File: config.mk
export PLATFORM = sky130hd
export DESIGN_NAME = rtfl_ram
export DESIGN_NICKNAME = d
export VERILOG_FILES = /design/src/sv/radix_tree_flat_lookup_assert.svh /design/src/sv/rtfl_ram.sv
export SDC_FILE = /design/constraint.sdc
export NUM_CORES = 1
export LEC_CHECK = 0
export BUFFER_PORTS_ARGS = -buffer_cell sky130_fd_sc_hd__buf_2
export CORE_ASPECT_RATIO = 1.1
export CORE_UTILIZATION = 30
export CTS_BUF_LIST = sky130_fd_sc_hd__clkbuf_8
export DETAILED_ROUTE_END_ITERATION = 6
export SLEW_MARGIN = 20
export SYNTH_ARGS = -nofsm -noshare
export SYNTH_HDL_FRONTEND = slang
export SYNTH_SLANG_ARGS = --single-unit
File: constraint.sdc
create_clock -name clk_i -period 1.2 [get_ports clk_i]
set_clock_uncertainty 0.2 [all_clocks]
set_input_delay 0.06 -clock clk_i [delete_from_list [all_inputs] [get_ports clk_i]]
set_output_delay 0.06 -clock clk_i [all_outputs]
set_load 0.02 [all_outputs]
File: src/sv/radix_tree_flat_lookup_assert.svh
`ifndef RADIX_TREE_FLAT_LOOKUP_ASSERT_SVH
`define RADIX_TREE_FLAT_LOOKUP_ASSERT_SVH

// Check an implication in the same cycle, clocked on clk_i, off during reset.
`define RTFL_ASSERT_IMPL(lbl, ante, cons, msg) \
  lbl: assert property (@(posedge clk_i) disable iff (!rst_ni) (ante) |-> (cons)) \
    else $error(msg);

// Check an implication in the next cycle, clocked on clk_i, off during reset.
`define RTFL_ASSERT_NEXT(lbl, ante, cons, msg) \
  lbl: assert property (@(posedge clk_i) disable iff (!rst_ni) (ante) |=> (cons)) \
    else $error(msg);

`endif

File: src/sv/rtfl_ram.sv
module rtfl_ram #(
  parameter  int unsigned DATA_W = 8,
  parameter  int unsigned DEPTH  = 4,
  localparam int unsigned ADDR_W = $clog2(DEPTH)
) (
  input  logic              clk_i,
  input  logic              wr_en_i,
  input  logic [ADDR_W-1:0] wr_addr_i,
  input  logic [DATA_W-1:0] wr_data_i,
  input  logic              rd_en_i,
  input  logic [ADDR_W-1:0] rd_addr_i,
  output logic [DATA_W-1:0] rd_data_o
);

  logic [DATA_W-1:0] mem_q [DEPTH];
  logic [DATA_W-1:0] rd_data_q;

  // Write port
  always_ff @(posedge clk_i) begin
    if (wr_en_i) begin
      mem_q[wr_addr_i] <= wr_data_i;
    end
  end

  // Read port, data held until the next read
  always_ff @(posedge clk_i) begin
    if (rd_en_i) begin
      rd_data_q <= mem_q[rd_addr_i];
    end
  end

  assign rd_data_o = rd_data_q;

endmodule

# ---- After elaboration in Yosys (flattened, before gate mapping)
# Memories as Yosys holds them, arrays and structs flattened. A register that Yosys moved wholly into a read port is not among the register bits.
# Index checks and enable logic that the tools add are counted.
dict set report word_totals {
  reg_bits 0
  mem_bits_rw 32
  input_bits 15
  out_inout_bits 8
  word_cells 3
  memories 1
}
dict set report op_classes {
  muxes 2
}
# name depth word_bits rd rd_ports_with_merged_regs write_ports line
set mem_list {}
lappend mem_list {mem_q 4 8 1 1 1 rtfl_ram.sv:15} ;# logic [DATA_W-1:0] mem_q [DEPTH];
# operator n
set ops {}
lappend ops {{2-to-1 mux 1 bit} 2}

# ---- Depth between registers and ports, before layout
# Gate-level depths: netlist of the first run.
dict set report logic_depth {
  word_depth 2
  depth_mapped 2
  ltp_nobuf 1
}

# ---- Worst setup path before layout of the first run
# No wires, ideal clock.
dict set report synth_timing {
  kind {input to register}
  from {input wr_addr_i[0]}
  to {memory mem_q[0][0], enable pin}
  setup_time_ns 0.385
  t_arrival_ns 0.739
  required_ns 0.615
  slack_ns -0.124
  stages 1
  path_buffers 0
  cell_sequence {nor3b_1}
}
# item line
set synth_rtl {}
lappend synth_rtl {{from (decl)} rtfl_ram.sv:8} ;# input logic [ADDR_W-1:0] wr_addr_i,
lappend synth_rtl {{to (decl)} rtfl_ram.sv:15}
# No word-level cell before the write port.

# ---- Worst setup path after layout of the first run
dict set report layout_timing {
  from {memory mem_q[3][4]}
  to {register rd_data_q[4] (netlist: rd_data_o[4]) (read register of mem_q) (data pin)}
}
# item line
set layout_rtl {}
lappend layout_rtl {{to (decl)} rtfl_ram.sv:16} ;# logic [DATA_W-1:0] rd_data_q;
# No word-level cell between the ends.

==> results by group, run 1 <==
Routing
  • DRT Wirelength: 2.32 mm
  • Avg Vias per Cell: 4.48
  • Mean routed wirelength per cell: 15.4 microns
  • Initial DRC count: 20
  • DRC: 0
  • Antenna Nets Post-Route: 0
  • 1st-pass router iterations: 3
  • Vias post-DR: 676

Power
  • Comb power frac: 8.2%
  • Clock share of power: 30.0%
  • Total power divided by cell area: 1440 nW/um^2
  • Sw Pwr: 0.530 mW
  • Internal power: between 2 and 2.5 mW
  • Peak supply drop: 0.650 mV
  • Leakage power: 0.660 nW
  • Post-layout total power: 2.65 mW
  • Sw Share: 20.0%
  • Sequential power share: 61.8%

Setup path
  • Worst-path fanout max: 1
  • Critical path class: reg2reg
  • Startpoint Class: flop
  • Slowest cell on crit path: mux4_2
  • CP arrival: 1130 ps
  • Critical Path, Cell by Cell: mux4_2
  • Setup crit end kind: flop
  • Max stage delay on crit path: 480 ps
  • Family with the most delay on the worst path: multiplexers
  • CP required: between 1000 and 1500 ps
  • CP bufs+invs: 0

Floorplan
  • Die width: 67.8 microns
  • Die height: 74.4 microns
  • Standard-cell rows: 25
  • Starting Density: 32.2%
  • DIE AREA: 5040 sq um
  • Core area: 4440 sq um
  • Top Ports: 23

STA
  • Worst slew margin: 85.7%
  • Fin. max-slew vios: 0
  • Final min period: 1310 ps
  • Worst setup margin: -110 ps
  • Final setup fails: 8
  • Unrepaired setup endpoints after global routing: yes
  • Worst slew pin tran: 215 ps
  • Final Hold Vio Count: 0
  • Setup TNS: -708 ps
  • FMAX: 764 MHz
  • Period utilization: 109%

Yosys
  • Yosys Warn Count: 0
  • Top cell type's share of synthesized area: 84.1%
  • Mapped cell area: 1430 sq um
  • Post-synth top area cell: edfxtp_1
  • Cell count after synthesis: 54
  • Post-synthesis sequential element count: 40
  • Synthesized area per cell: 26.5 sq um
  • Sequential cell area fraction in the yosys report: 84.1%
  • Dominant cells by area after synthesis: edfxtp_1 (84%), mux4_2 (13%), and3b_1 (1.2%), buf_6 (0.79%), nor3b_1 (0.53%)
  • Synth cell types: 7
  • Net count after synthesis: a little under 70

Finish
  • Area Overhead vs Synth: 29.3%
  • Share of layout cells above drive strength 1: 43.3%
  • Multi-input gate area: 216 sq um
  • Fillers: 419
  • ANT cells: 0
  • Final #Nets: approximately 110
  • FF+latch area: 1200 sq um
  • Finished Cell Area: 1850 sq um
  • Post-Route Utilization: approximately two fifths

Global routing
  • Vias in the first global route: 740
  • Initial antenna violation count: 0
  • First-pass GRT wire length: roughly 3.6 mm
  • Global Route Usage Sum: 10.9%
  • GRT overflow: 0
  • Largest net degree at the start of global routing: 12

Clock network
  • CTS Buf Count: 5
  • Max H-tree Level: 2
  • CTS tree: built
  • Post_cts resized: 0
  • Skew-Pair Late Insertion Delay: 280 ps
  • Max Root-Sink Buffers: 2
  • CTS clk-pin slew, worst paths: 70 ps
  • Clk sinks: 40
  • CTS Root Cell: clkbuf_8

Place
  • DP Area: between 1500 and 2000 sq um
  • Port bufs: 22
  • HPWL after DPL: roughly 1.6 mm
  • Placer Congestion: between 0.6 and 0.7

Run status
  • Status: finished with violations
  • Failing checks: setup timing

Run
  • Max Cap Viol: 0

Worst hold path
  • Hold Path Class: in2reg
-- area by class of cell --
| class | count | area share [%] |
|---|---|---|
| clock buffers | 5 | 3.72 |
| clock inverters | 3 | 0.609 |
| well taps | 54 | 3.66 |
| multi-input cells | 12 | 11.7 |
| flip-flops and latches | 40 | 65.0 |
| repair buffers | 37 | 15.3 |
-- through the flow --
step / hold slack, ps / cells / worst slack (ps)
after CTS: 77.3 / 151 / -124
final: 78.2 / 151 / -110
after floorplan: -41.1 / 54 / -46.8
after detailed placement: 76.9 / 134 / -113
after global placement: 72.0 / 134 / -79.2
after global routing: 85.2 / 151 / -136
-- routing by layer --
metal	track usage, %	up-vias	wire (microns)
met1	12.0	337	897
met4	5.56	0	48
met2	18.4	18	1270
li1	-	313	-
met3	3.68	8	108
met5	0	-	0
-- sequential cells by signal (all words and copies together), names as in the netlist --
signal	cells
mem_q	32
rd_data_o	8
-- kinds of logic (layout without fill, tap and decap cells) --
| family | count (synthesis) | count (layout) | synth area share (%) |
|---|---|---|---|
| simple gates | 4 | 4 | 2.19 |
| buf+inv | 2 | 45 | 1.14 |
| mux | 8 | 8 | 12.6 |
| flops | 40 | 40 | 84.1 |
-- cells in the final DEF (no fill, tap or decap) --
master and instances:
buf_2 22, nor3b_2 1, clkinv_1 1, mux4_2 8, buf_12 3, clkbuf_8 5
edfxtp_1 40, and3_1 1, dlygate4sd3_1 9, inv_1 2, and3b_1 2, buf_4 3
-- cell usage after synthesis --
library cell   n
mux4_2         8
buf_6          1
and3b_1        2
edfxtp_1      40
and3_1         1
nor3b_1        1
clkbuf_2       1
-- worst paths after layout --
kind                             to                  start  slack (ps)  cells past startpoint
max          rd_data_o[4]$_DFFE_PP_  mem_q[3][4]$_DFFE_PP_        -110                      1
min          rd_data_o[7]$_DFFE_PP_           rd_addr_i[1]          80                      2
max reg2reg  rd_data_o[4]$_DFFE_PP_  mem_q[3][4]$_DFFE_PP_        -110                      1
min reg2reg  rd_data_o[7]$_DFFE_PP_  mem_q[2][7]$_DFFE_PP_         430                      1
-- power by group through the flow --
stage / combinational [mW] / clock [mW] / sequential, mW
after global placement: 0.193 / 0 / 1.67
after global routing: 0.234 / 0.878 / 1.65
final: 0.217 / 0.797 / 1.64
after detailed placement: 0.199 / 0 / 1.67
after CTS: 0.222 / 0.824 / 1.64
after floorplan: 0.0725 / 0 / 1.69
-- what timing repair did --
| action | 4_1_cts | 5_1_grt |
|---|---|---|
| hold buffers | 9 | 0 |
| buffers inserted | 0 | 0 |
| endpoints found under the setup margin | 8 | 8 |
| hold endpoints to repair | 40 | 0 |
Power figures use the tool's default switching activity.
==> inputs of run 2 (changes only) <==
Clock period 1.2 ns to 1.5 ns, I/O delays scaled along.
==> run 2 against run 1 <==
Against the previous run:
- the flow now finishes without violations
- non-clock buffer count is 5 lower
- clock power is 20% lower
- power is 21% lower
- final area is 4.3% lower
- highest routed layer unchanged
==> results by group, run 2 (synthesized netlist as in run 1, its figures left out) <==
Setup path
  • CP arrival: 1120 ps
  • Critical path class: reg2reg
  • Critical path depth: 1
  • Critical Path, Cell by Cell: mux4_2
  • Family with the most delay on the worst path: multiplexers
  • Slowest cell on crit path: mux4_2
  • CP bufs+invs: 0
  • Setup crit end kind: flop
  • Worst-path fanout max: 1
  • R2R depth: 1
  • Max stage delay on crit path: 470 ps
  • FF-to-FF setup slack: 200 ps
  • Startpoint Class: flop
  • CP required: 1320 ps

Floorplan
  • Die height: 74.4 microns
  • Starting Density: 32.2%
  • DIE AREA: just over 5000 sq um
  • Standard-cell rows: 25
  • Core area: 4440 sq um
  • Die width: approximately 68 microns
  • Top Ports: 23

Finish
  • Largest register by flop count: mem_q
  • Multi-input gate area: 211 sq um
  • Post-Route Utilization: 39.8%
  • Fillers: roughly 420
  • ANT cells: 0
  • Commonest non-fill, non-tap cell in the layout: edfxtp_1
  • Share of layout cells above drive strength 1: 39.1%
  • Area Overhead vs Synth: 23.7%
  • Commonest non-fill, non-tap cells in the layout: edfxtp_1 (40), buf_2 (22), dlygate4sd3_1 (9), mux4_2 (8), clkbuf_8 (5)
  • Largest register FFs: 32
  • Final #Nets: 106
  • FF+latch area: 1200 sq um

Clock network
  • Clk sinks: 40
  • CTS Buf Count: 5
  • Setup Fix Bufs, Post-CTS: 0
  • Max Root-Sink Buffers: 2
  • CTS tree: built
  • CTS Root Cell: clkbuf_8
  • CTS clk-pin slew, worst paths: 70 ps
  • Skew-Pair Late Insertion Delay: 280 ps
  • Max H-tree Level: 2

STA
  • Final min period: 1300 ps
  • Worst slew margin: 70.2%
  • Hold_ws: ~89 ps
  • Period utilization: 86.5%
  • Setup TNS: 0 ps
  • Fin. max-slew vios: 0
  • Final setup fails: 0
  • Worst slew pin tran: 447 ps
  • FMAX: 771 MHz
  • Unrepaired setup endpoints after global routing: no
  • Final Hold Vio Count: 0

Run
  • Max Cap Viol: 0

Routing
  • Antenna Nets Post-Route: 0
  • Vias post-DR: 665
  • 1st-pass router iterations: 4
  • Initial DRC count: 15
  • DRT Wirelength: about 2.3 mm
  • DRC: 0
  • Avg Vias per Cell: 4.55
  • Mean routed wirelength per cell: around 16 microns

Global routing
  • Vias in the first global route: 741
  • GRT overflow: 0
  • Largest net degree at the start of global routing: 12
  • Global Route Usage Sum: 11.4%
  • Initial antenna violation count: 0
  • First-pass GRT wire length: 3.79 mm

Power
  • Peak supply drop: 0.667 mV
  • Total power divided by cell area: roughly 1200 nW/um^2
  • Leakage power: 0.622 nW
  • Post-layout total power: 2.10 mW

Run status
  • Status: finished, final reports clean

Worst hold path
  • Hold Path Class: in2reg
  • Min-Delay Path Depth: 3

Place
  • Placer Congestion: 0.637
  • Port bufs: 22
[run 2: cell count changes in the layout (fill, tap and decap cells not counted)]
cell | previous run | this run
buf_12 | 3 | 0
buf_4 | 3 | 1
nor3b_1 | 0 | 1
nor3b_2 | 1 | 0
[run 2: worst paths after layout]
kind / startpoint / endpoint
worst max register to register: mem_q[3][0]$_DFFE_PP_ / rd_data_o[0]$_DFFE_PP_
worst min-delay path: wr_addr_i[0] / mem_q[0][7]$_DFFE_PP_
worst max-delay path: mem_q[3][0]$_DFFE_PP_ / rd_data_o[0]$_DFFE_PP_
worst min register to register: mem_q[3][6]$_DFFE_PP_ / rd_data_o[6]$_DFFE_PP_
[run 2: stage by stage]
step	instance area, sq um	setup slack [ps]	std cells
2_1_floorplan	1430	161	54
3_3_place_gp	1600	119	129
3_5_place_dp	1600	121	129
4_1_cts	1770	192	146
5_1_grt	1770	171	146
6_report	1770	203	146
[run 2: area by class of cell]
class,instances,share of cell area (%)
Timing Repair Buffer,32,11.7
Tap cell,54,3.82
Clock inverter,3,0.637
Multi-Input combinational cell,12,12.0
Clock buffer,5,3.89
Sequential cell,40,67.9
[run 2: timing repair]
action / in CTS / in global routing
endpoints found under the hold margin: 40 / 0
gates resized for setup: 0 / 0
hold buffers: 9 / 0
[run 2: layer usage]
layer	wire length (microns)	vias to the layer above	global-route usage (%)
li1	-	308	-
met1	953	331	13.4
met2	1140	20	17.8
met3	132	6	5.21
met4	42	0	4.86
met5	0	-	0
[run 2: where the power goes]
part	internal [mW]	switching [mW]
Clock	0.310	0.328
Sequential	1.30	0.0129
Combinational	0.0745	0.0784
==> inputs of run 3 (changes only) <==
--- a/config.mk
+++ b/config.mk
@@ -12,2 +12,3 @@
 export DETAILED_ROUTE_END_ITERATION = 6
+export HOLD_SLACK_MARGIN = 0.06
 export SLEW_MARGIN = 20
==> constraint.sdc (replaced) <==
create_clock -name clk_i -period 1.5 [get_ports clk_i]
set_clock_uncertainty 0.2 [all_clocks]
set_input_delay 0.225 -clock clk_i [delete_from_list [all_inputs] [get_ports clk_i]]
set_output_delay 0.225 -clock clk_i [all_outputs]
set_load 0.02 [all_outputs]
==> run 3 against run 2 <==
Against the previous run:
- die area did not move
- critical path depth unchanged
- sequential power barely moved
- routed wire length shrank 2.5%
- largest cell class unchanged
==> results by group, run 3 (synthesized netlist as in run 1, its figures left out) <==
Routing
  • Mean routed wirelength per cell: 14.9 microns
  • Initial DRC count: 11
  • Vias post-DR: 667
  • Antenna Nets Post-Route: 0
  • DRT Wirelength: 2.22 mm
  • 1st-pass router iterations: 2
  • Avg Vias per Cell: 4.48
  • DRC: 0

Clock network
  • Max H-tree Level: 2
  • CTS Buf Count: 5
  • Clk sinks: 40
  • CTS clk-pin slew, worst paths: 70 ps
  • Max Root-Sink Buffers: 2
  • CTS tree: built
  • Setup Fix Bufs, Post-CTS: 0
  • CTS Root Cell: clkbuf_8
  • Skew-Pair Late Insertion Delay: 290 ps

Setup path
  • Critical path class: reg2reg
  • Startpoint Class: flop
  • CP bufs+invs: 0
  • Critical Path, Cell by Cell: mux4_2
  • CP arrival: 1120 ps
  • Family with the most delay on the worst path: multiplexers
  • Worst-path fanout max: 1
  • Setup crit end kind: flop
  • Critical path depth: 1
  • FF-to-FF setup slack: 210 ps
  • Reg-to-Reg Start: mem_q[0][1]$_DFFE_PP_
  • R2R Path End: rd_data_o[1]$_DFFE_PP_
  • Slowest cell on crit path: mux4_2
  • Max stage delay on crit path: ~460 ps
  • End of the critical path: rd_data_o[1]$_DFFE_PP_
  • CP required: 1320 ps
  • R2R depth: 1
  • Critical path launch point: mem_q[0][1]$_DFFE_PP_

Floorplan
  • Die height: 74.4 microns
  • DIE AREA: around 5000 sq um
  • Top Ports: 23
  • Core area: 4440 sq um
  • Die width: 67.8 microns
  • Standard-cell rows: 25
  • Starting Density: between 30 and 40%

STA
  • Unrepaired setup endpoints after global routing: no
  • Hold_ws: 101 ps
  • Period utilization: a little under nine tenths
  • FMAX: 774 MHz
  • Final setup fails: 0
  • Fin. max-slew vios: 0
  • Worst slew margin: between 80% and 90%
  • Worst slew pin tran: ~210 ps
  • Setup TNS: 0 ps
  • Final Hold Vio Count: 0
  • Final min period: 1290 ps

Run
  • Max Cap Viol: 0

Finish
  • Largest register FFs: 32
  • Share of layout cells above drive strength 1: 43.2%
  • Post-Route Utilization: 41.1%
  • ANT cells: 0
  • Area Overhead vs Synth: 27.8%
  • Commonest non-fill, non-tap cells in the layout: edfxtp_1 (40), buf_2 (22), mux4_2 (8), dlygate4sd3_1 (8), clkbuf_8 (5)
  • Final #Nets: 109
  • Largest register by flop count: mem_q
  • Commonest non-fill, non-tap cell in the layout: edfxtp_1

Global routing
  • GRT overflow: 0
  • First-pass GRT wire length: 3.56 mm
  • Initial antenna violation count: 0
  • Vias in the first global route: between 700 and 800
  • Global Route Usage Sum: around a tenth
  • Largest net degree at the start of global routing: 13

Place
  • Placer Congestion: 0.635
  • Port bufs: 22

Power
  • Sw Share: 19.0%
  • Internal power: 1.86 mW
  • Sequential power share: 57.0%
  • Peak supply drop: a little under 0.6 mV
  • Leakage power: 0.648 nW
  • Total power divided by cell area: 1260 nW/um^2
  • Comb power frac: 7.0%
  • Sw Pwr: about 0.44 mW
  • Clock share of power: 36.0%

Worst hold path
  • Hold Path Class: in2reg

Run status
  • Status: finished, final reports clean
==> run 3: worst min-delay path by stage <==
| stage | start | endpoint | cells past startpoint |
|---|---|---|---|
| finish | rd_en_i | rd_data_o[4]$_DFFE_PP_ | 1 |
| global route | rd_en_i | rd_data_o[4]$_DFFE_PP_ | 1 |
| CTS | rd_en_i | rd_data_o[4]$_DFFE_PP_ | 1 |
| detailed placement | wr_data_i[5] | mem_q[2][5]$_DFFE_PP_ | 1 |
| global placement | wr_data_i[1] | mem_q[2][1]$_DFFE_PP_ | 1 |
| floorplan | wr_data_i[0] | mem_q[0][0]$_DFFE_PP_ | 0 |
==> run 3: cell type report <==
cell class                 instances  area, sq um
multi-input combinational         12          211
clock buffer                       5         68.8
clock inverter                     3         37.5
tap                               54         67.6
sequential                        40         1200
fill                             415         2620
timing repair buffer              35          240
==> run 3: metal layers <==
metal / global-route usage, % / part of all wire, % / vias up
met2: 17.4 / 51 / 21
met4: 6.25 / 1.9 / 0
met5: 0 / 0 / -
met1: 12.4 / 42 / 326
li1: - / - / 313
met3: 3.22 / 4.9 / 7
==> run 3: per-stage QoR <==
| stage | area [sq um] | instances | setup WS [ps] | total power, mW |
|---|---|---|---|---|
| after floorplan | 1430 | 54 | 10.9 | 1.41 |
| after global placement | 1640 | 133 | 63.3 | 1.48 |
| after detailed placement | 1640 | 133 | 58.1 | 1.49 |
| after CTS | 1830 | 149 | 192 | 2.33 |
| after global routing | 1830 | 149 | 166 | 2.38 |
| final | 1830 | 149 | 208 | 2.30 |
==> run 3: what timing repair did <==
item / CTS / global route
hold buffers: 8 / 0
hold endpoints to repair: 32 / 0
resized for setup: 0 / 0
==> run 3: power groups by stage <==
| stage | Combinational, mW | Clock (mW) | Sequential (mW) |
|---|---|---|---|
| floorplan | 0.0576 | 0 | 1.36 |
| global placement | 0.146 | 0 | 1.33 |
| detailed placement | 0.149 | 0 | 1.34 |
| CTS | 0.166 | 0.850 | 1.31 |
| global route | 0.177 | 0.891 | 1.32 |
| finish | 0.162 | 0.828 | 1.31 |
