--- config.mk ---
export PLATFORM = sky130hd
export DESIGN_NAME = rtfl_walk_flat
export DESIGN_NICKNAME = d
export VERILOG_FILES = /design/src/sv/rtfl_pkg.sv /design/src/sv/rtfl_in_if.sv /design/src/sv/rtfl_out_if.sv /design/src/sv/rtfl_walk.sv /design/src/flat_wrapper.sv
export VERILOG_INCLUDE_DIRS = /design/src /design/src/sv
export SDC_FILE = /design/constraint.sdc
export NUM_CORES = 1
export LEC_CHECK = 0
export ABC_AREA = 1
export BUFFER_PORTS_ARGS = -buffer_cell sky130_fd_sc_hd__clkbuf_2
export CORE_ASPECT_RATIO = 1.25
export CORE_UTILIZATION = 30
export DETAILED_ROUTE_END_ITERATION = 7
export HOLD_SLACK_MARGIN = 0.03
export SLEW_MARGIN = 20
export SYNTH_ARGS = -nofsm -noshare
export SYNTH_HDL_FRONTEND = slang
export SYNTH_SLANG_ARGS = --single-unit
--- constraint.sdc ---
create_clock -name clk_i -period 7.2 [get_ports clk_i]
set_input_delay 0.36 -clock clk_i [delete_from_list [all_inputs] [get_ports clk_i]]
set_output_delay 0.36 -clock clk_i [all_outputs]
set_load 0.1 [all_outputs]
--- src/sv/radix_tree_flat_lookup_assert.svh ---
`ifndef RADIX_TREE_FLAT_LOOKUP_ASSERT_SVH
`define RADIX_TREE_FLAT_LOOKUP_ASSERT_SVH

// Check an implication in the same cycle, clocked on clk_i, off during reset.
`define RTFL_ASSERT_IMPL(lbl, ante, cons, msg) \
  lbl: assert property (@(posedge clk_i) disable iff (!rst_ni) (ante) |-> (cons)) \
    else $error(msg);

// Check an implication in the next cycle, clocked on clk_i, off during reset.
`define RTFL_ASSERT_NEXT(lbl, ante, cons, msg) \
  lbl: assert property (@(posedge clk_i) disable iff (!rst_ni) (ante) |=> (cons)) \
    else $error(msg);

`endif

--- src/sv/rtfl_pkg.sv ---
package rtfl_pkg;

  // Default table and query buffer sizes
  localparam int unsigned NODE_COUNT_DFLT = 1024;
  localparam int unsigned QUERY_MAX_DFLT  = 256;

  // Payload field widths
  localparam int unsigned IDX_W  = 10;
  localparam int unsigned CHAR_W = 8;
  localparam int unsigned SKIP_W = 8;
  localparam int unsigned SUB_W  = 10;
  localparam int unsigned VAL_W  = 16;

  // Value reported when no node matches
  localparam logic [VAL_W-1:0] NOT_FOUND_VALUE = '1;

  typedef enum logic {
    ACT_NODE_WR = 1'b0,
    ACT_QUERY   = 1'b1
  } action_e;

  // One node table entry
  typedef struct packed {
    logic [CHAR_W-1:0] ch;
    logic [SKIP_W-1:0] skip;
    logic [SUB_W-1:0]  subtree;
    logic [VAL_W-1:0]  value;
  } node_t;

  localparam int unsigned NODE_W = $bits(node_t);

  typedef struct packed {
    logic             found;
    logic [VAL_W-1:0] value;
  } reply_t;

  typedef enum logic [1:0] {
    ST_IDLE,
    ST_NODE,
    ST_CHILD,
    ST_REPLY
  } walk_state_e;

endpackage

--- src/sv/rtfl_in_if.sv ---
interface rtfl_in_if;
  import rtfl_pkg::*;

  logic              valid;
  logic              ready;
  logic              action;
  logic [IDX_W-1:0]  node_index;
  logic [CHAR_W-1:0] node_char;
  logic [SKIP_W-1:0] node_skip;
  logic [SUB_W-1:0]  node_subtree;
  logic [VAL_W-1:0]  node_value;
  logic [CHAR_W-1:0] query_char;
  logic              query_last;

  modport source (
    output valid, action, node_index, node_char, node_skip, node_subtree, node_value,
    output query_char, query_last,
    input  ready
  );

  modport sink (
    input  valid, action, node_index, node_char, node_skip, node_subtree, node_value,
    input  query_char, query_last,
    output ready
  );

endinterface

--- src/sv/rtfl_out_if.sv ---
interface rtfl_out_if;
  import rtfl_pkg::*;

  logic             valid;
  logic             ready;
  logic             found;
  logic [VAL_W-1:0] result_value;

  modport source (
    output valid, found, result_value,
    input  ready
  );

  modport sink (
    input  valid, found, result_value,
    output ready
  );

endinterface

--- src/sv/rtfl_walk.sv ---
`include "radix_tree_flat_lookup_assert.svh"

module rtfl_walk #(
  parameter  int unsigned NODE_COUNT = rtfl_pkg::NODE_COUNT_DFLT,
  parameter  int unsigned QUERY_MAX  = rtfl_pkg::QUERY_MAX_DFLT,
  localparam int unsigned NAW        = $clog2(NODE_COUNT),
  localparam int unsigned QAW        = $clog2(QUERY_MAX)
) (
  input  logic                          clk_i,
  input  logic                          rst_ni,
  rtfl_in_if.sink                       in_if,
  rtfl_out_if.source                    out_if,
  // node table port
  output logic                          node_wr_en_o,
  output logic [NAW-1:0]                node_wr_addr_o,
  output rtfl_pkg::node_t               node_wr_data_o,
  output logic                          node_rd_en_o,
  output logic [NAW-1:0]                node_rd_addr_o,
  input  rtfl_pkg::node_t               node_rd_data_i,
  // query buffer port
  output logic                          q_wr_en_o,
  output logic [QAW-1:0]                q_wr_addr_o,
  output logic [rtfl_pkg::CHAR_W-1:0]   q_wr_data_o,
  output logic                          q_rd_en_o,
  output logic [QAW-1:0]                q_rd_addr_o,
  input  logic [rtfl_pkg::CHAR_W-1:0]   q_rd_data_i
);
  import rtfl_pkg::*;

  // Table positions, wide enough for node + subtree + 1 past the end
  localparam int unsigned CW  = ((NAW > IDX_W) ? NAW : IDX_W) + 2;
  // Query length and query position (position may run a skip past the length)
  localparam int unsigned QLW = $clog2(QUERY_MAX + 1);
  localparam int unsigned PW  = ((QLW > SKIP_W) ? QLW : SKIP_W) + 1;

  walk_state_e     state_q, state_d;
  logic [QLW-1:0]  qlen_q, qlen_d;
  logic            ovf_q, ovf_d;
  logic [QLW-1:0]  len_q, len_d;
  logic [CW-1:0]   node_q, node_d;
  logic [CW-1:0]   child_q, child_d;
  logic [CW-1:0]   last_q, last_d;
  logic [PW-1:0]   pos_q, pos_d;
  reply_t          reply_q, reply_d;
  logic            out_valid_q, out_valid_d;
  reply_t          out_q, out_d;

  logic            in_fire;
  logic            is_query;
  logic            room;
  logic            slot_free;
  logic [PW-1:0]   pos_skip;
  logic [PW-1:0]   len_ext;
  logic [CW-1:0]   child_first;
  logic [CW-1:0]   last_first;
  logic [CW-1:0]   child_next;

  // Take input only between walks
  assign in_if.ready = (state_q == ST_IDLE);

  assign in_fire   = in_if.valid && in_if.ready;
  assign is_query  = (action_e'(in_if.action) == ACT_QUERY);
  assign room      = (qlen_q < QLW'(QUERY_MAX));
  assign slot_free = !out_valid_q || out_if.ready;

  // Walk arithmetic on the entry just read
  assign len_ext     = PW'(len_q);
  assign pos_skip    = pos_q + PW'(node_rd_data_i.skip);
  assign child_first = node_q + CW'(1);
  assign last_first  = node_q + CW'(node_rd_data_i.subtree);
  assign child_next  = child_q + CW'(node_rd_data_i.subtree) + CW'(1);

  // Node writes go straight to the table, out-of-range indexes dropped
  assign node_wr_en_o   = in_fire && !is_query && (32'(in_if.node_index) < NODE_COUNT);
  assign node_wr_addr_o = NAW'(in_if.node_index);
  assign node_wr_data_o = '{ch:      in_if.node_char,
                            skip:    in_if.node_skip,
                            subtree: in_if.node_subtree,
                            value:   in_if.node_value};

  // Query bytes append to the buffer while there is room
  assign q_wr_en_o   = in_fire && is_query && room;
  assign q_wr_addr_o = qlen_q[QAW-1:0];
  assign q_wr_data_o = in_if.query_char;

  // Next state and memory reads
  always_comb begin
    state_d      = state_q;
    qlen_d       = qlen_q;
    ovf_d        = ovf_q;
    len_d        = len_q;
    node_d       = node_q;
    child_d      = child_q;
    last_d       = last_q;
    pos_d        = pos_q;
    reply_d      = reply_q;
    out_valid_d  = out_valid_q && !out_if.ready;
    out_d        = out_q;
    node_rd_en_o   = 1'b0;
    node_rd_addr_o = '0;
    q_rd_en_o      = 1'b0;
    q_rd_addr_o    = '0;

    case (state_q)
      ST_IDLE: begin
        if (in_fire && is_query) begin
          if (!in_if.query_last) begin
            qlen_d = room ? qlen_q + QLW'(1) : qlen_q;
            ovf_d  = ovf_q || !room;
          end else begin
            qlen_d = '0;
            ovf_d  = 1'b0;
            if (ovf_q || !room) begin
              reply_d = '{found: 1'b0, value: NOT_FOUND_VALUE};
              state_d = ST_REPLY;
            end else begin
              // Start at the root
              len_d          = qlen_q + QLW'(1);
              node_d         = '0;
              pos_d          = '0;
              node_rd_en_o   = 1'b1;
              node_rd_addr_o = '0;
              state_d        = ST_NODE;
            end
          end
        end
      end

      ST_NODE: begin
        if (node_rd_data_i.subtree == '0) begin
          // Leaf ends the walk
          reply_d = '{found: 1'b1, value: node_rd_data_i.value};
          state_d = ST_REPLY;
        end else if (pos_skip == len_ext) begin
          reply_d = '{found: 1'b1, value: node_rd_data_i.value};
          state_d = ST_REPLY;
        end else if (pos_skip > len_ext || child_first >= CW'(NODE_COUNT)) begin
          reply_d = '{found: 1'b0, value: NOT_FOUND_VALUE};
          state_d = ST_REPLY;
        end else begin
          // Fetch the first child and the query byte at the new position
          pos_d          = pos_skip;
          child_d        = child_first;
          last_d         = last_first;
          node_rd_en_o   = 1'b1;
          node_rd_addr_o = child_first[NAW-1:0];
          q_rd_en_o      = 1'b1;
          q_rd_addr_o    = pos_skip[QAW-1:0];
          state_d        = ST_CHILD;
        end
      end

      ST_CHILD: begin
        if (node_rd_data_i.ch == q_rd_data_i) begin
          // Descend; the child's entry is already in the read register
          node_d  = child_q;
          pos_d   = pos_q + PW'(1);
          state_d = ST_NODE;
        end else if (child_next <= last_q && child_next < CW'(NODE_COUNT)) begin
          // Jump over this child's subtree to its next sibling
          child_d        = child_next;
          node_rd_en_o   = 1'b1;
          node_rd_addr_o = child_next[NAW-1:0];
        end else begin
          reply_d = '{found: 1'b0, value: NOT_FOUND_VALUE};
          state_d = ST_REPLY;
        end
      end

      ST_REPLY: begin
        // Hand the reply to the output register once it is free
        if (slot_free) begin
          out_valid_d = 1'b1;
          out_d       = reply_q;
          state_d     = ST_IDLE;
        end
      end

      default: begin
        state_d = ST_IDLE;
      end
    endcase
  end

  // Control registers
  always_ff @(posedge clk_i or negedge rst_ni) begin
    if (!rst_ni) begin
      state_q     <= ST_IDLE;
      qlen_q      <= '0;
      ovf_q       <= 1'b0;
      out_valid_q <= 1'b0;
    end else begin
      state_q     <= state_d;
      qlen_q      <= qlen_d;
      ovf_q       <= ovf_d;
      out_valid_q <= out_valid_d;
    end
  end

  // Walk and result payload
  always_ff @(posedge clk_i) begin
    len_q   <= len_d;
    node_q  <= node_d;
    child_q <= child_d;
    last_q  <= last_d;
    pos_q   <= pos_d;
    reply_q <= reply_d;
    out_q   <= out_d;
  end

  assign out_if.valid        = out_valid_q;
  assign out_if.found        = out_q.found;
  assign out_if.result_value = out_q.value;

  `RTFL_ASSERT_IMPL(a_no_table_rw_clash, node_wr_en_o, !node_rd_en_o,
                    "node table read and written in one cycle")
  `RTFL_ASSERT_IMPL(a_qlen_bound, 1'b1, qlen_q <= QLW'(QUERY_MAX),
                    "query length beyond buffer size")
  `RTFL_ASSERT_IMPL(a_child_in_range, state_q == ST_CHILD,
                    child_q <= last_q && child_q < CW'(NODE_COUNT),
                    "child scan left the subtree or the table")
  `RTFL_ASSERT_IMPL(a_pos_in_query, state_q == ST_CHILD, pos_q < len_ext,
                    "child compare past the end of the query")
  `RTFL_ASSERT_NEXT(a_walk_starts_at_root,
                    state_q == ST_IDLE && node_rd_en_o,
                    state_q == ST_NODE && node_q == '0 && pos_q == '0,
                    "walk did not start at the root")

endmodule

--- src/flat_wrapper.sv ---
// flat-port wrapper written by rule: the top's interface ports become plain ports
module rtfl_walk_flat import rtfl_pkg::*;
#(
  parameter  int unsigned NODE_COUNT = rtfl_pkg::NODE_COUNT_DFLT,
  parameter  int unsigned QUERY_MAX  = rtfl_pkg::QUERY_MAX_DFLT,
  localparam int unsigned NAW        = $clog2(NODE_COUNT),
  localparam int unsigned QAW        = $clog2(QUERY_MAX)
)
  (clk_i, rst_ni, node_wr_en_o, node_wr_addr_o, node_wr_data_o, node_rd_en_o, node_rd_addr_o, node_rd_data_i, q_wr_en_o, q_wr_addr_o, q_wr_data_o, q_rd_en_o, q_rd_addr_o, q_rd_data_i, in_if_valid, in_if_action, in_if_node_index, in_if_node_char, in_if_node_skip, in_if_node_subtree, in_if_node_value, in_if_query_char, in_if_query_last, in_if_ready, out_if_valid, out_if_found, out_if_result_value, out_if_ready);
  rtfl_in_if in_if_i ();
  rtfl_out_if out_if_i ();
  input  logic clk_i;
  input  logic rst_ni;
  output logic node_wr_en_o;
  output logic [NAW-1:0] node_wr_addr_o;
  output rtfl_pkg::node_t node_wr_data_o;
  output logic node_rd_en_o;
  output logic [NAW-1:0] node_rd_addr_o;
  input  rtfl_pkg::node_t node_rd_data_i;
  output logic q_wr_en_o;
  output logic [QAW-1:0] q_wr_addr_o;
  output logic [rtfl_pkg::CHAR_W-1:0] q_wr_data_o;
  output logic q_rd_en_o;
  output logic [QAW-1:0] q_rd_addr_o;
  input  logic [rtfl_pkg::CHAR_W-1:0] q_rd_data_i;
  input wire logic [$bits(in_if_i.valid)-1:0] in_if_valid;
  input wire logic [$bits(in_if_i.action)-1:0] in_if_action;
  input wire logic [$bits(in_if_i.node_index)-1:0] in_if_node_index;
  input wire logic [$bits(in_if_i.node_char)-1:0] in_if_node_char;
  input wire logic [$bits(in_if_i.node_skip)-1:0] in_if_node_skip;
  input wire logic [$bits(in_if_i.node_subtree)-1:0] in_if_node_subtree;
  input wire logic [$bits(in_if_i.node_value)-1:0] in_if_node_value;
  input wire logic [$bits(in_if_i.query_char)-1:0] in_if_query_char;
  input wire logic [$bits(in_if_i.query_last)-1:0] in_if_query_last;
  output wire logic [$bits(in_if_i.ready)-1:0] in_if_ready;
  output wire logic [$bits(out_if_i.valid)-1:0] out_if_valid;
  output wire logic [$bits(out_if_i.found)-1:0] out_if_found;
  output wire logic [$bits(out_if_i.result_value)-1:0] out_if_result_value;
  input wire logic [$bits(out_if_i.ready)-1:0] out_if_ready;
  assign in_if_i.valid = in_if_valid;
  assign in_if_i.action = in_if_action;
  assign in_if_i.node_index = in_if_node_index;
  assign in_if_i.node_char = in_if_node_char;
  assign in_if_i.node_skip = in_if_node_skip;
  assign in_if_i.node_subtree = in_if_node_subtree;
  assign in_if_i.node_value = in_if_node_value;
  assign in_if_i.query_char = in_if_query_char;
  assign in_if_i.query_last = in_if_query_last;
  assign in_if_ready = in_if_i.ready;
  assign out_if_valid = out_if_i.valid;
  assign out_if_found = out_if_i.found;
  assign out_if_result_value = out_if_i.result_value;
  assign out_if_i.ready = out_if_ready;
  rtfl_walk #(.NODE_COUNT(NODE_COUNT), .QUERY_MAX(QUERY_MAX)) u_core (.clk_i(clk_i), .rst_ni(rst_ni), .in_if(in_if_i), .out_if(out_if_i), .node_wr_en_o(node_wr_en_o), .node_wr_addr_o(node_wr_addr_o), .node_wr_data_o(node_wr_data_o), .node_rd_en_o(node_rd_en_o), .node_rd_addr_o(node_rd_addr_o), .node_rd_data_i(node_rd_data_i), .q_wr_en_o(q_wr_en_o), .q_wr_addr_o(q_wr_addr_o), .q_wr_data_o(q_wr_data_o), .q_rd_en_o(q_rd_en_o), .q_rd_addr_o(q_rd_addr_o), .q_rd_data_i(q_rd_data_i));
endmodule
* Yosys cells after proc, flatten, opt, wreduce, memory -nomap -nowiden *
Cells that the tools add are included.

operators by class
  bitwise gates (word level) = 4
  add/sub/neg operators = 7
  multiplexer cells = 63
  reductions and logical operators = 29
  order comparisons = 5
  eq/ne operators = 19

operator list
  kind                   count
  $mux 17                8
  $mux 10                12
  $mux 12                9
  $pmux 17 s3            1
  $pmux 12 s2            2
  $mux 8                 4
  $pmux 10 s3            1
  $add 12x1->12 const B  2
  $add 12x10->12         2
  $pmux 10 s2            1
  $mux 9                 2
  $ne 2x2->1 const B     9
  $mux 2                 8
  $mux 1                 13
  $ge 12x11->1 const B   1
  $le 12x12->1           1
  $lt 12x11->1 const B   1
  $reduce_and 4->1       3
  $add 10x1->10 const B  1
  $add 10x8->10          1
  $eq 10x9->1            1
  $gt 10x9->1            1
  $logic_not 10->1       1
  $add 9x1->9 const B    1
  other kinds (22)       41

storage, ports and cells
  word-level logic and storage cells = 140
  input port bits = 116
  output and inout port bits = 109
  register bits = 102

* Logic depth before layout (Yosys ltp) *
Gate-level depths: netlist of run 1.

  depth after elaboration = 7
  mapped depth = 24
  depth with buffers taken out = 24

* Worst setup path before layout of run 1 *
No wires, ideal clock.

  kind = register -> output
  from = reg u_core.pos_q[2]
  to = out node_rd_addr_o[8]
  path slack = 3055 ps
  cell stages (with the launch flop) = 24
  data required time = 6840 ps
  buffers on the path = 1
  data arrival time = 3785 ps
  cell sequence = edfxtp_1 > ha_1 > nand2_1 > nand2_1 > nand2_1 > nand2_1 > a21oi_1 > nor2_1 > nor2_1 > inv_1 > or2_2 > nand2_1 > inv_1 > ha_1 > a21oi_1 > o21bai_1 > nor2_1 > nand3_1 > nor2_2 > nand2_2 > nor2_4 > buf_12 > nand3_2 > a21oi_2

on the way
  longest elaborated chain between the ends = 7
  elaborated cells between the ends (all ways) = 8
  those cells by class = add/sub: 1; order compare: 1; eq/ne: 1; mux: 4; reduce/logical: 1

ends and longest elaborated chain
  item                    line                source
  start, declared         rtfl_walk.sv:43     logic [PW-1:0] pos_q, pos_d;
  start signal, assigned  rtfl_walk.sv:206    pos_q <= pos_d;
  $add 10x8->10 *         rtfl_walk.sv:68     assign pos_skip = pos_q + PW'(node_rd_data_i.skip);
  $gt 10x9->1             rtfl_walk.sv:137    end else if (pos_skip > len_ext || child_first >= CW'(NODE_COUNT)) begin
  $logic_or 1x1->1        rtfl_walk.sv:137
  $mux 10                 rtfl_walk.sv:137
  $mux 10 *               rtfl_walk.sv:134    end else if (pos_skip == len_ext) begin
  $mux 10 *               rtfl_walk.sv:130    if (node_rd_data_i.subtree == '0) begin
  $pmux 10 s2 *           rtfl_walk.sv:104    case (state_q)
  end, declared           flat_wrapper.sv:18  output logic [NAW-1:0] node_rd_addr_o;

Mark *: on every way between the ends. The rest lies on a longest branch, timed or not.

* Final worst setup path of run 1 *
  from = reg u_core.pos_q[0]
  to = out node_rd_en_o

on the way
  longest elaborated chain between the ends = 7
  elaborated cells between the ends (all ways) = 8
  those cells by class = add/sub: 1; order compare: 1; eq/ne: 1; mux: 4; reduce/logical: 1

ends and longest elaborated chain
  item              line                source
  $add 10x8->10 *   rtfl_walk.sv:68
  $gt 10x9->1       rtfl_walk.sv:137
  $logic_or 1x1->1  rtfl_walk.sv:137
  $mux 1            rtfl_walk.sv:137
  $mux 1 *          rtfl_walk.sv:134
  $mux 1 *          rtfl_walk.sv:130
  $pmux 1 s3 *      rtfl_walk.sv:104
  end, declared     flat_wrapper.sv:17  output logic node_rd_en_o;

Marked as above.

==> out/qor.yml, run 1 <==
run_status: "completed"
drtPass1Iterations: 4
p_leak_nw: 3.75
grt_first_pass_wirelength_mm: 27.6
fp.dieArea_um2: 25700
synth_warnings: 0
synth_top_cell_by_area: "edfxtp_1"
synth_xor_area_frac: 0.0479
cts.path.max_buffers: 2
synthMuxAreaShare: 0
drc: 0
crit_slowest_cell: "clkbuf_2"
fmax_mhz: 197
worstReg2RegEnd: "u_core.reply_q[16]"
setup_viol: 0
synth-seq-area-share: 0.400
dp_hpwl_mm: 14.0
synth_cell_type_count: 47
initial_core_util: 0.306
pin_count: 225
grt_usage: 0.142
critPathKind: "reg -> out"
htreeDepth: 3
r2r_slack_ns: 2.62
tns_ns: 0
place_inst: 1243
wl_per_cell_um: 14.1
cap_violations: 0
synth_cells: 886
yosys.area.top_type_share: 0.356
num_antenna_cells: 0
synth_fa_ha_area_frac: 0.101
min-delay-start: "node_rd_data_i[4]"
ys_seq_elements: 102
grt_pass1_vias: 5489
hold_depth: 3
worst_pin_slew_ns: 0.943
avgSynthCellArea_um2: 8.47
vdd_drop_max_v: 0.000131
total_power_mw: 3.53
fp-row-count: 64
port-buffer-count: 104
tritoncts: "yes"
powerDensity_nw_per_um2: 432
viasPerCell: 4.45
cts_sinks: 102
die_h_um: 179
synth-edff-count: 89
hold_viol_final: 0
yosys.area_share.simple: 0.199
grt_max_degree: 39
cts.clk_slew.worst_paths_ns: 0.08
hold_end: "u_core.reply_q[4]"
cp_max_fo: 12
synth-main-ff-cell: "edfxtp_1"
vias: 5609
ctsResizeCount: 0
fin_skew_ns: 0.0120
die_w_um: 143
min_path_type: "in -> reg"
stdcell_count: 1260
period_needed_ns: 5.07
syn_nets: 1061
end_kind: "output port"
cts_root_buf: "clkbuf_16"
async_flop_share: 0.127
area_delta_synth_final_pct: 8.89
drtIter0Drc: 312
syn_area_um2: 7500
grt_antenna_before_repair: 0
rsz0062_at_grt: "false"
nets: 1100
slew_violations: 0
cp_data_arrival_time_ns: 4.71
reg2reg_depth: 16
synth_top_family_by_area: "simple AND/OR/NAND/NOR gates"
cp_cell_sequence: "ha_1 -> inv_1 -> fa_1 -> o21ai_0 -> a21oi_1 -> o21bai_1 -> xor2_1 -> inv_1 -> ha_1 -> nand3_1 -> a21oi_1 -> nor2_1 -> nand3_1 -> nor2_2 -> nand2_2 -> nor2_4 -> nand2_2 -> nand3_1 -> nand2_1 -> inv_1 -> clkbuf_2"
synthTopCellsByArea: "edfxtp_1, ha_1, nand2_1, inv_1, buf_4"
core_area_um2: 24500
synth-compound-area-share: 0.0919
max-slew-margin-rel: 0.369
r2r_start: "u_core.pos_q[0]"
period_share: 0.704
critPathMaxStageDelay_ns: 0.46
cts_setup_buffers: 0
clk-insertion-delay-late_ns: 0.36
drive_gt1_frac: 0.194
critPathLaunchType: "flip-flop"
antenna_left: 0
grt_overflow_total: 0
drt-total-wl_mm: 17.8
fillers: 2586
gp_congestion: 0.879
required_ns: 6.84
cts_inserted_buffers: 9
-- state kept, by name (all words and copies together), names as in the netlist --
signal and flops:
u_core.ovf_q 1, u_core.len_q 9, u_core.child_q 12, u_core.out_if.valid 1, u_core.last_q 12, u_core.pos_q 10, u_core.qlen_q 9, u_core.out_if.found 1
u_core.state_q 2, u_core.out_if.result_value 16, u_core.node_q 12, u_core.reply_q 17
-- cell type report --
type / instances / area, µm² / share of cell area
Multi-Input combinational cell: 544 / 3300 / 0.404
Sequential cell: 102 / 3000 / 0.367
Inverter: 158 / 593 / 0.0726
Timing Repair Buffer: 110 / 568 / 0.0695
Tap cell: 330 / 413 / 0.0505
Clock buffer: 9 / 225 / 0.0276
Clock inverter: 7 / 71.3 / 0.00873
-- layer usage --
layer	global-route usage	wire length, µm	up-vias
met5	0	0	-
met4	0.0621	511	0
met3	0.0176	631	37
met2	0.266	9470	115
met1	0.158	7170	2580
li1	-	-	2877
-- where the power goes --
group          leakage [nW]  switching [mW]  internal (mW)
clock network         0.138           0.247          0.243
registers             0.910           0.125          0.898
logic                  2.70            1.46          0.559
total                  3.75            1.83           1.70
-- repair_timing --
action                     in CTS  in global routing
hold endpoints to repair       13                  0
hold buffers                    1                  0
setup endpoints to repair       0                  0
-- Yosys cell counts, types with 2 or more instances --
master	instances
inv_1	157
edfxtp_1	89
buf_6	4
nand4_1	10
nand2_1	185
nor2_4	2
xnor2_1	6
o2111ai_1	2
o22ai_1	6
nand3_1	33
dfrtp_1	13
a21oi_2	10
a31oi_1	3
o21ai_0	32
a21oi_1	47
clkbuf_1	6
nand3_2	11
buf_4	68
or2_2	7
ha_1	56
nor3_1	8
xor2_1	35
nor4_1	2
o21bai_1	5
nor2_2	12
a21boi_0	2
nor2_1	47
nand2_2	6
buf_1	2
fa_1	3
-- stage by stage --
stage                     setup WS (ns)  cell area [µm²]  hold slack [ns]  utilization
after floorplan                    3.05             7500           0.0644            -
after global placement             2.63             7860            0.283        0.321
after detailed placement           2.52             7860            0.288        0.321
after CTS                          2.17             8170            0.251        0.333
after global routing               1.73             8170            0.256        0.333
final                              2.13             8170            0.261        0.333
-- worst max-delay path, delay by kind of cell (launching register included) --
kind	cells	cell delay (ns)
flops	1	0.38
fa+ha+maj	3	0.90
compound gates	4	0.72
simple gates	9	1.39
buf+inv	4	0.70
xor+xnor	1	0.26
-- placed cells by master (no fill, tap or decap), types with 3 or more instances in the layout --
cell	Yosys	final
a21oi_1	47	47
a21oi_2	10	10
a31oi_1	3	3
buf_4	68	5
clkbuf_16	0	9
clkbuf_2	1	104
dfrtp_1	13	13
edfxtp_1	89	89
fa_1	3	3
ha_1	56	56
inv_1	157	157
nand2_1	185	185
nand2_2	6	6
nand3_1	33	33
nand3_2	11	11
nand4_1	10	10
nor2_1	47	47
nor2_2	12	12
nor3_1	8	8
o21ai_0	32	32
o21bai_1	5	5
o22ai_1	6	6
or2_2	7	7
xnor2_1	6	6
xor2_1	35	35
-- worst max path at each step --
stage,from,end
after floorplan,u_core.pos_q[2],node_rd_addr_o[8]
after global placement,node_rd_data_i[26],node_rd_en_o
after detailed placement,node_rd_data_i[26],node_rd_en_o
after CTS,u_core.pos_q[0],node_rd_en_o
after global routing,u_core.pos_q[2],node_rd_en_o
final,u_core.pos_q[0],node_rd_en_o
-- cells by family (layout without fill, tap and decap cells) --
kind of cell / Yosys count / count (layout)
and+or+nand+nor: 328 / 328
buffers and inverters: 240 / 284
AOI/OAI and AO/OA: 116 / 116
DFF: 102 / 102
adders and majority gates: 59 / 59
xor gates and xnor gates: 41 / 41
Power figures use the tool's default switching activity.
==> run 2, diff against run 1 <==
Clock period 7.2 ns to 4.1 ns, I/O delays scaled along.
==> run 2 against run 1 <==
  * Utilization up 4.9 points
  * Highest routed layer unchanged
  * Clock skew is 0.0047 ns higher
  * Critical endpoint is now node_rd_addr_o[7]
  * Register-to-register slack lost 2.2 ns
==> out/qor.yml, run 2 (synthesized netlist as in run 1, its figures left out) <==
drive_gt1_frac: 0.285  # +0.0914
r2r_slack_ns: 0.39  # -2.23 ns
largest_reg_flops: 17  # unchanged
area_delta_synth_final_pct: 24.7
cts.path.max_buffers: 2  # unchanged
final_common_cell: "nand2_1"
cts_root_buf: "clkbuf_16"
htreeDepth: 3  # unchanged
grt_antenna_before_repair: 0  # unchanged
worst_pin_slew_ns: 1.08  # +0.141 ns
die_h_um: 179  # unchanged
slew_violations: 0  # unchanged
max-slew-margin-rel: 0.276  # -0.0928
cts.clk_slew.worst_paths_ns: 0.08  # about the same
cp_cell_sequence: "ha_4 -> a21oi_1 -> o21ai_4 -> or2_2 -> nand2_1 -> inv_1 -> ha_1 -> nand2_1 -> inv_1 -> nand2_1 -> a21oi_2 -> nor2_1 -> nand3_1 -> nor2_2 -> nand2_2 -> nor2_4 -> buf_12 -> nand3_2 -> a21oi_4 -> buf_12"
total_power_mw: 7.33  # +110%
port-buffer-count: 104  # unchanged
cap_violations: 0  # unchanged
drt-total-wl_mm: 19.2  # +8.1%
grt_max_degree: 40  # +2.6%
cp_data_arrival_time_ns: 3.85  # -0.86 ns
tns_ns: 0  # unchanged
fp.dieArea_um2: 25700  # unchanged
pin_count: 225  # unchanged
wl_per_cell_um: 14.8  # +4.6%
initial_core_util: 0.306  # unchanged
grt_overflow_total: 0  # unchanged
cpLargestDelayFamily: "simple AND/OR/NAND/NOR gates"
clk-insertion-delay-late_ns: 0.36  # about the same
grt_pass1_vias: 5547  # +1.1%
num_antenna_cells: 0  # unchanged
regMostFlops: "u_core.reply_q"
critPathMaxStageDelay_ns: 0.45  # about the same
fp-row-count: 64  # unchanged
setup_viol: 0  # unchanged
drtIter0Drc: 355  # +14%
hold_viol_final: 0  # unchanged
fin_skew_ns: 0.0167  # +0.00467 ns
wl_met2_mm: 10.3  # +8.7%
antenna_left: 0  # unchanged
powerDensity_nw_per_um2: 783  # +81%
gp_congestion: 0.886  # +0.75%
required_ns: 3.89  # -2.95 ns
tritoncts: "yes"
period_share: 0.989
cp_max_fo: 5  # -7
grt_usage: 0.144  # +0.00250
critPathKind: "reg -> out"
rsz0062_at_grt: "true"
cts_inserted_buffers: 9  # unchanged
crit_top_cell: "nand2_1"
final_cell_mix: "nand2_1, inv_1, edfxtp_1"
vdd_drop_max_v: 0.000316  # +140%
top_layer: "met4"
crit_slowest_cell: "edfxtp_1"
min-delay-start: "node_rd_data_i[14]"
end_kind: "output port"
viasPerCell: 4.59  # +3.1%
p_leak_nw: 4.11  # +9.6%
dr_wl_met3_um: 816  # +29%
timing.critical_path.buf_inv: 4  # unchanged
cts_sinks: 102  # unchanged
run_status: "completed"
whs_ns: 0.0941  # -0.167 ns
fmax_mhz: 247
vias: 5973  # +6.5%
drc: 0  # unchanged
dp_hpwl_mm: 14.6  # +4.1%
m1WireLength_mm: 7.52  # +4.9%
grt_first_pass_wirelength_mm: 28.1  # +1.7%
crit_path_start: "u_core.pos_q[3]"
drtPass1Iterations: 7  # +3
min_path_type: "in -> reg"
period_needed_ns: 4.06
r2r_start: "u_core.pos_q[3]"
critPathLaunchType: "flip-flop"
core_area_um2: 24500  # unchanged
nets: 1142  # +3.8%
placed_area_um2: 8310  # +5.7%
die_w_um: 143  # unchanged
fin_area_um2: 9360  # +15%
## run 2: cell types whose count changed in the layout (fill, tap and decap cells not counted), moves of 7 or more
cell      previous run  this run
clkbuf_2           104        84
a21oi_2             10        17
buf_12               0        25
nand2_1            185       174
ha_1                56        39
nand2_2              6        15
buf_4                5        36
a21oi_1             47        37
nor2_4               2        10
ha_4                 0        17
## run 2: per-stage QoR
stage          std cells  utilization  setup WS, ns
2_1_floorplan        886            -         0.110
3_3_place_gp        1258        0.339         0.206
3_5_place_dp        1258        0.339         0.149
4_1_cts             1277        0.356       0.00427
5_1_grt             1302        0.382        -0.181
6_report            1302        0.382        0.0448
## run 2: path summary, 6_finish.rpt
path	depth (start not counted)	to
max reg2reg	19	u_core.last_q[6]
max	20	node_rd_addr_o[7]
min	3	u_core.reply_q[14]
min in group asynchronous	2	u_core.qlen_q[5]
max in group asynchronous	2	u_core.state_q[0]
min reg2reg	0	u_core.out_if.result_value[6]
## run 2: layer usage
metal  vias to the layer above  GRT usage
met5                         -          0
met3                        41     0.0235
met2                       123      0.265
li1                       2963          -
met1                      2846      0.161
met4                         0     0.0674
## run 2: cell type report
class / count / area (µm²)
Fill cell: 2457 / 15100
Multi-Input combinational cell: 544 / 3730
Sequential cell: 102 / 3000
Timing Repair Buffer: 152 / 1310
Inverter: 158 / 598
Tap cell: 330 / 413
Clock buffer: 9 / 225
Clock inverter: 7 / 88.8
## run 2: repair_timing
| action | 4_1_cts | 5_1_grt |
|---|---|---|
| pin swaps | 1 | 43 |
| gates resized for setup | 11 | 78 |
| setup endpoints to repair | 20 | 20 |
| endpoints found under the hold margin | 13 | 0 |
| gates cloned | 0 | 3 |
| buffers inserted | 2 | 22 |
| hold buffers | 1 | 0 |
## run 2: power breakdown
group / switching, mW / internal [mW]
Sequential: 0.235 / 1.57
Clock: 0.438 / 0.439
Combinational: 2.96 / 1.69
## run 2: worst reg2reg max path, cell delays in order, from the launching register on
cell	delay, ns
edfxtp_1	0.45
ha_4	0.27
a21oi_1	0.24
o21ai_4	0.11
or2_2	0.28
nand2_1	0.14
inv_1	0.09
ha_1	0.27
nand2_1	0.09
inv_1	0.06
nand2_1	0.08
a21oi_2	0.05
nor2_1	0.12
nand3_1	0.10
nor2_2	0.13
nand2_2	0.07
nor2_4	0.23
nand2_4	0.14
inv_1	0.30
buf_12	0.18
==> run 3, diff against run 2 <==
Settings changed: ABC_AREA 1 to default.
==> run 3 against run 2 <==
  * The run now ends with setup timing left
  * Register-to-register slack got worse by 0.48 ns
  * Flip-flop and latch count unchanged
  * Highest routed layer unchanged
  * Area after synthesis is 2.0% lower
  * Wire length fell by 5.6%
  * Critical path depth decreased by 4
  * Global-route usage rose by 0.51 points
  * Final cell count fell by 13%
  * First-iteration DRC count fell by 31%
  * Power up 4.6%
==> out/qor.yml, run 3 <==
synth_cells: 724  # -18%
synth_most_common_cell: "edfxtp_1"
powerDensity_nw_per_um2: 840  # +7.3%
cap_violations: 0  # unchanged
required_ns: 3.89  # about the same
max-slew-margin-rel: 0.465  # +0.189
final_common_cell: "edfxtp_1"
whs_ns: 0.0863  # -0.00779 ns
yosys.area.top_type_share: 0.363  # +0.00727
run_status: "complete, but fails checks"
die_w_um: 142  # -0.99%
cts.path.max_buffers: 2  # unchanged
timing.critical_path.buf_inv: 2  # -2
ys_seq_elements: 102  # unchanged
synth-main-ff-cell: "edfxtp_1"
synth-seq-area-share: 0.408  # +0.00816
dp_hpwl_mm: 13.7  # -6.2%
cts_inserted_buffers: 9  # unchanged
cpLargestDelayFamily: "simple AND/OR/NAND/NOR gates"
wl_per_cell_um: 15.9  # +7.9%
avgSynthCellArea_um2: 10.2  # +20%
synthTopCellsByCount: "edfxtp_1, buf_4, inv_1, ha_1, nor2_1"
setup_viol: 49  # +49
regMostFlops: "u_core.reply_q"
fmax_mhz: 230  # -6.8%
synth_warnings: 0  # unchanged
grt_pass1_vias: 5560  # +0.23%
grt_usage: 0.149  # +0.00509
rsz0062_at_grt: "true"
grt_max_degree: 29  # -28%
drt-total-wl_mm: 18.1  # -5.6%
area_delta_synth_final_pct: 24.1
slew_violations: 0  # unchanged
viasPerCell: 4.73  # +3.2%
critPathLaunchType: "flip-flop"
pin_count: 225  # unchanged
min_path_type: "in -> reg"
p_leak_nw: 3.68  # -10%
fin_ws_ns: -0.249  # -0.294 ns
drive_gt1_frac: 0.312  # +0.0271
syn_area_um2: 7350  # -2.0%
cts.clk_slew.worst_paths_ns: 0.08  # about the same
htreeDepth: 3  # unchanged
initial_core_util: 0.308  # +0.00165
largest_reg_flops: 17  # unchanged
core_area_um2: 23900  # -2.5%
cts_sinks: 102  # unchanged
syn_nets: 899  # -15%
fp-row-count: 63  # -1.6%
tritoncts: "yes"
grt_overflow_total: 0  # unchanged
drc: 0  # unchanged
grt_antenna_before_repair: 0  # unchanged
tns_ns: -5.69  # -5.69 ns
synth_top_cell_by_area: "edfxtp_1"
hold_viol_final: 0  # unchanged
num_antenna_cells: 0  # unchanged
cp_cell_sequence: "ha_4 -> a21o_1 -> or3_4 -> o22ai_4 -> o21bai_1 -> xnor2_1 -> inv_1 -> ha_1 -> nand3_1 -> nand2_1 -> a21oi_2 -> a31oi_1 -> or4b_4 -> or2_4 -> a31oi_4 -> buf_12"
fin_area_um2: 9130  # -2.5%
drtPass1Iterations: 4  # -3
worst_pin_slew_ns: 0.801  # -0.284 ns
fp.dieArea_um2: 25100  # -2.0%
violations: "setup timing"
die_h_um: 177  # -0.99%
gp_congestion: 0.886  # about the same
end_kind: "output port"
cp_max_fo: 5  # unchanged
critPathMaxStageDelay_ns: 0.57  # +0.12 ns
final_cell_mix: "edfxtp_1, clkbuf_2, inv_1"
synth-edff-count: 89  # unchanged
vdd_drop_max_v: 0.000404  # +28%
fin_skew_ns: 0.0101  # -0.00658 ns
cp_data_arrival_time_ns: 4.14  # +0.29 ns
crit_slowest_cell: "or4b_4"
synthTopCellsByArea: "edfxtp_1, ha_1, buf_4, dfrtp_1, xnor2_1"
clk-insertion-delay-late_ns: 0.37  # about the same
synth_cell_type_count: 79  # +68%
grt_first_pass_wirelength_mm: 28.8  # +2.5%
vias: 5391  # -9.7%
drtIter0Drc: 244  # -31%
fillers: 2353  # -4.2%
placed_area_um2: 8370  # +0.65%
antenna_left: 0  # unchanged
period_needed_ns: 4.35  # +0.294 ns
cts_root_buf: "clkbuf_16"
period_share: 1.06  # +0.0717
async_flop_share: 0.127  # unchanged
utilization: 0.382  # about the same
critPathKind: "reg -> out"
port-buffer-count: 104  # unchanged
nets: 984  # -14%
run 3: metal layers:
metal	wire length, µm	part of all wire	GRT usage
met4	301	0.017	0.0578
met3	871	0.048	0.0303
met2	9590	0.53	0.269
met5	0	0	0
met1	7370	0.41	0.171
run 3: final timing paths:
kind                       slack (ns)                             to         startpoint  cells after the start
setup / recovery                -0.25                   node_rd_en_o  u_core.child_q[4]                     16
hold / removal                   0.09              u_core.reply_q[5]  node_rd_data_i[5]                      2
setup reg to reg                -0.09              u_core.reply_q[6]    u_core.pos_q[0]                     21
hold reg to reg                  0.42  u_core.out_if.result_value[3]  u_core.reply_q[3]                      0
max in group asynchronous        3.57              u_core.state_q[1]             rst_ni                      2
min in group asynchronous        0.27               u_core.qlen_q[2]             rst_ni                      2
run 3: power by group:
part,internal (mW),leakage [nW],switching [mW],total [mW]
Clock,0.439,0.151,0.453,0.892
Sequential,1.61,0.914,0.268,1.88
Combinational,2.12,2.61,2.78,4.89
run 3: area by class of cell:
cell class,instances,area (µm²),share of cell area
clock buffers,9,225,0.0247
clock inverters,7,83.8,0.00919
inverters,63,249,0.0273
multi-input cells,475,3810,0.417
flip-flops and latches,102,3000,0.328
well taps,325,407,0.0446
repair buffers,158,1360,0.149
run 3: what timing repair did:
action,CTS,global route
endpoints found under the hold margin,13,0
endpoints found under the setup margin,31,76
resized for setup,33,22
cloned,1,3
hold buffers,1,0
pin swaps,28,8
setup buffers,15,8
run 3: worst register-to-register path: stages (launching register included):
cell and delay, ns:
edfxtp_1 0.42, ha_2 0.22, inv_2 0.05, fa_2 0.20
nor2b_1 0.05, o21ai_1 0.17, a21boi_1 0.11, o21a_1 0.21
or2_4 0.25, a31oi_4 0.20, xnor2_2 0.09, ha_1 0.33
and3_1 0.16, nand4_1 0.14, o31ai_2 0.26, or2_4 0.18
buf_6 0.12, inv_12 0.04, buf_6 0.11, a2111oi_4 0.27
buf_6 0.18, clkbuf_16 0.16
run 3: through the flow:
step | power [mW] | worst slack, ns | cells
after CTS | 7.42 | -0.251 | 1134
after detailed placement | 6.22 | -0.0834 | 1101
after floorplan | 5.12 | -0.101 | 724
final | 7.67 | -0.249 | 1139
after global routing | 8.23 | -0.459 | 1139
after global placement | 6.18 | -0.0815 | 1101
run 3: logic make-up after synthesis:
| kind of cell | Yosys count | share of synthesized area |
|---|---|---|
| flip-flops | 102 | 0.408 |
| AND/OR/NAND/NOR | 231 | 0.177 |
| adder cells (fa/ha/maj) | 59 | 0.103 |
| AO/OA/AOI/OAI | 122 | 0.121 |
| buffers and inverters | 147 | 0.114 |
| XOR/XNOR | 54 | 0.0643 |
| multiplexers | 9 | 0.0123 |
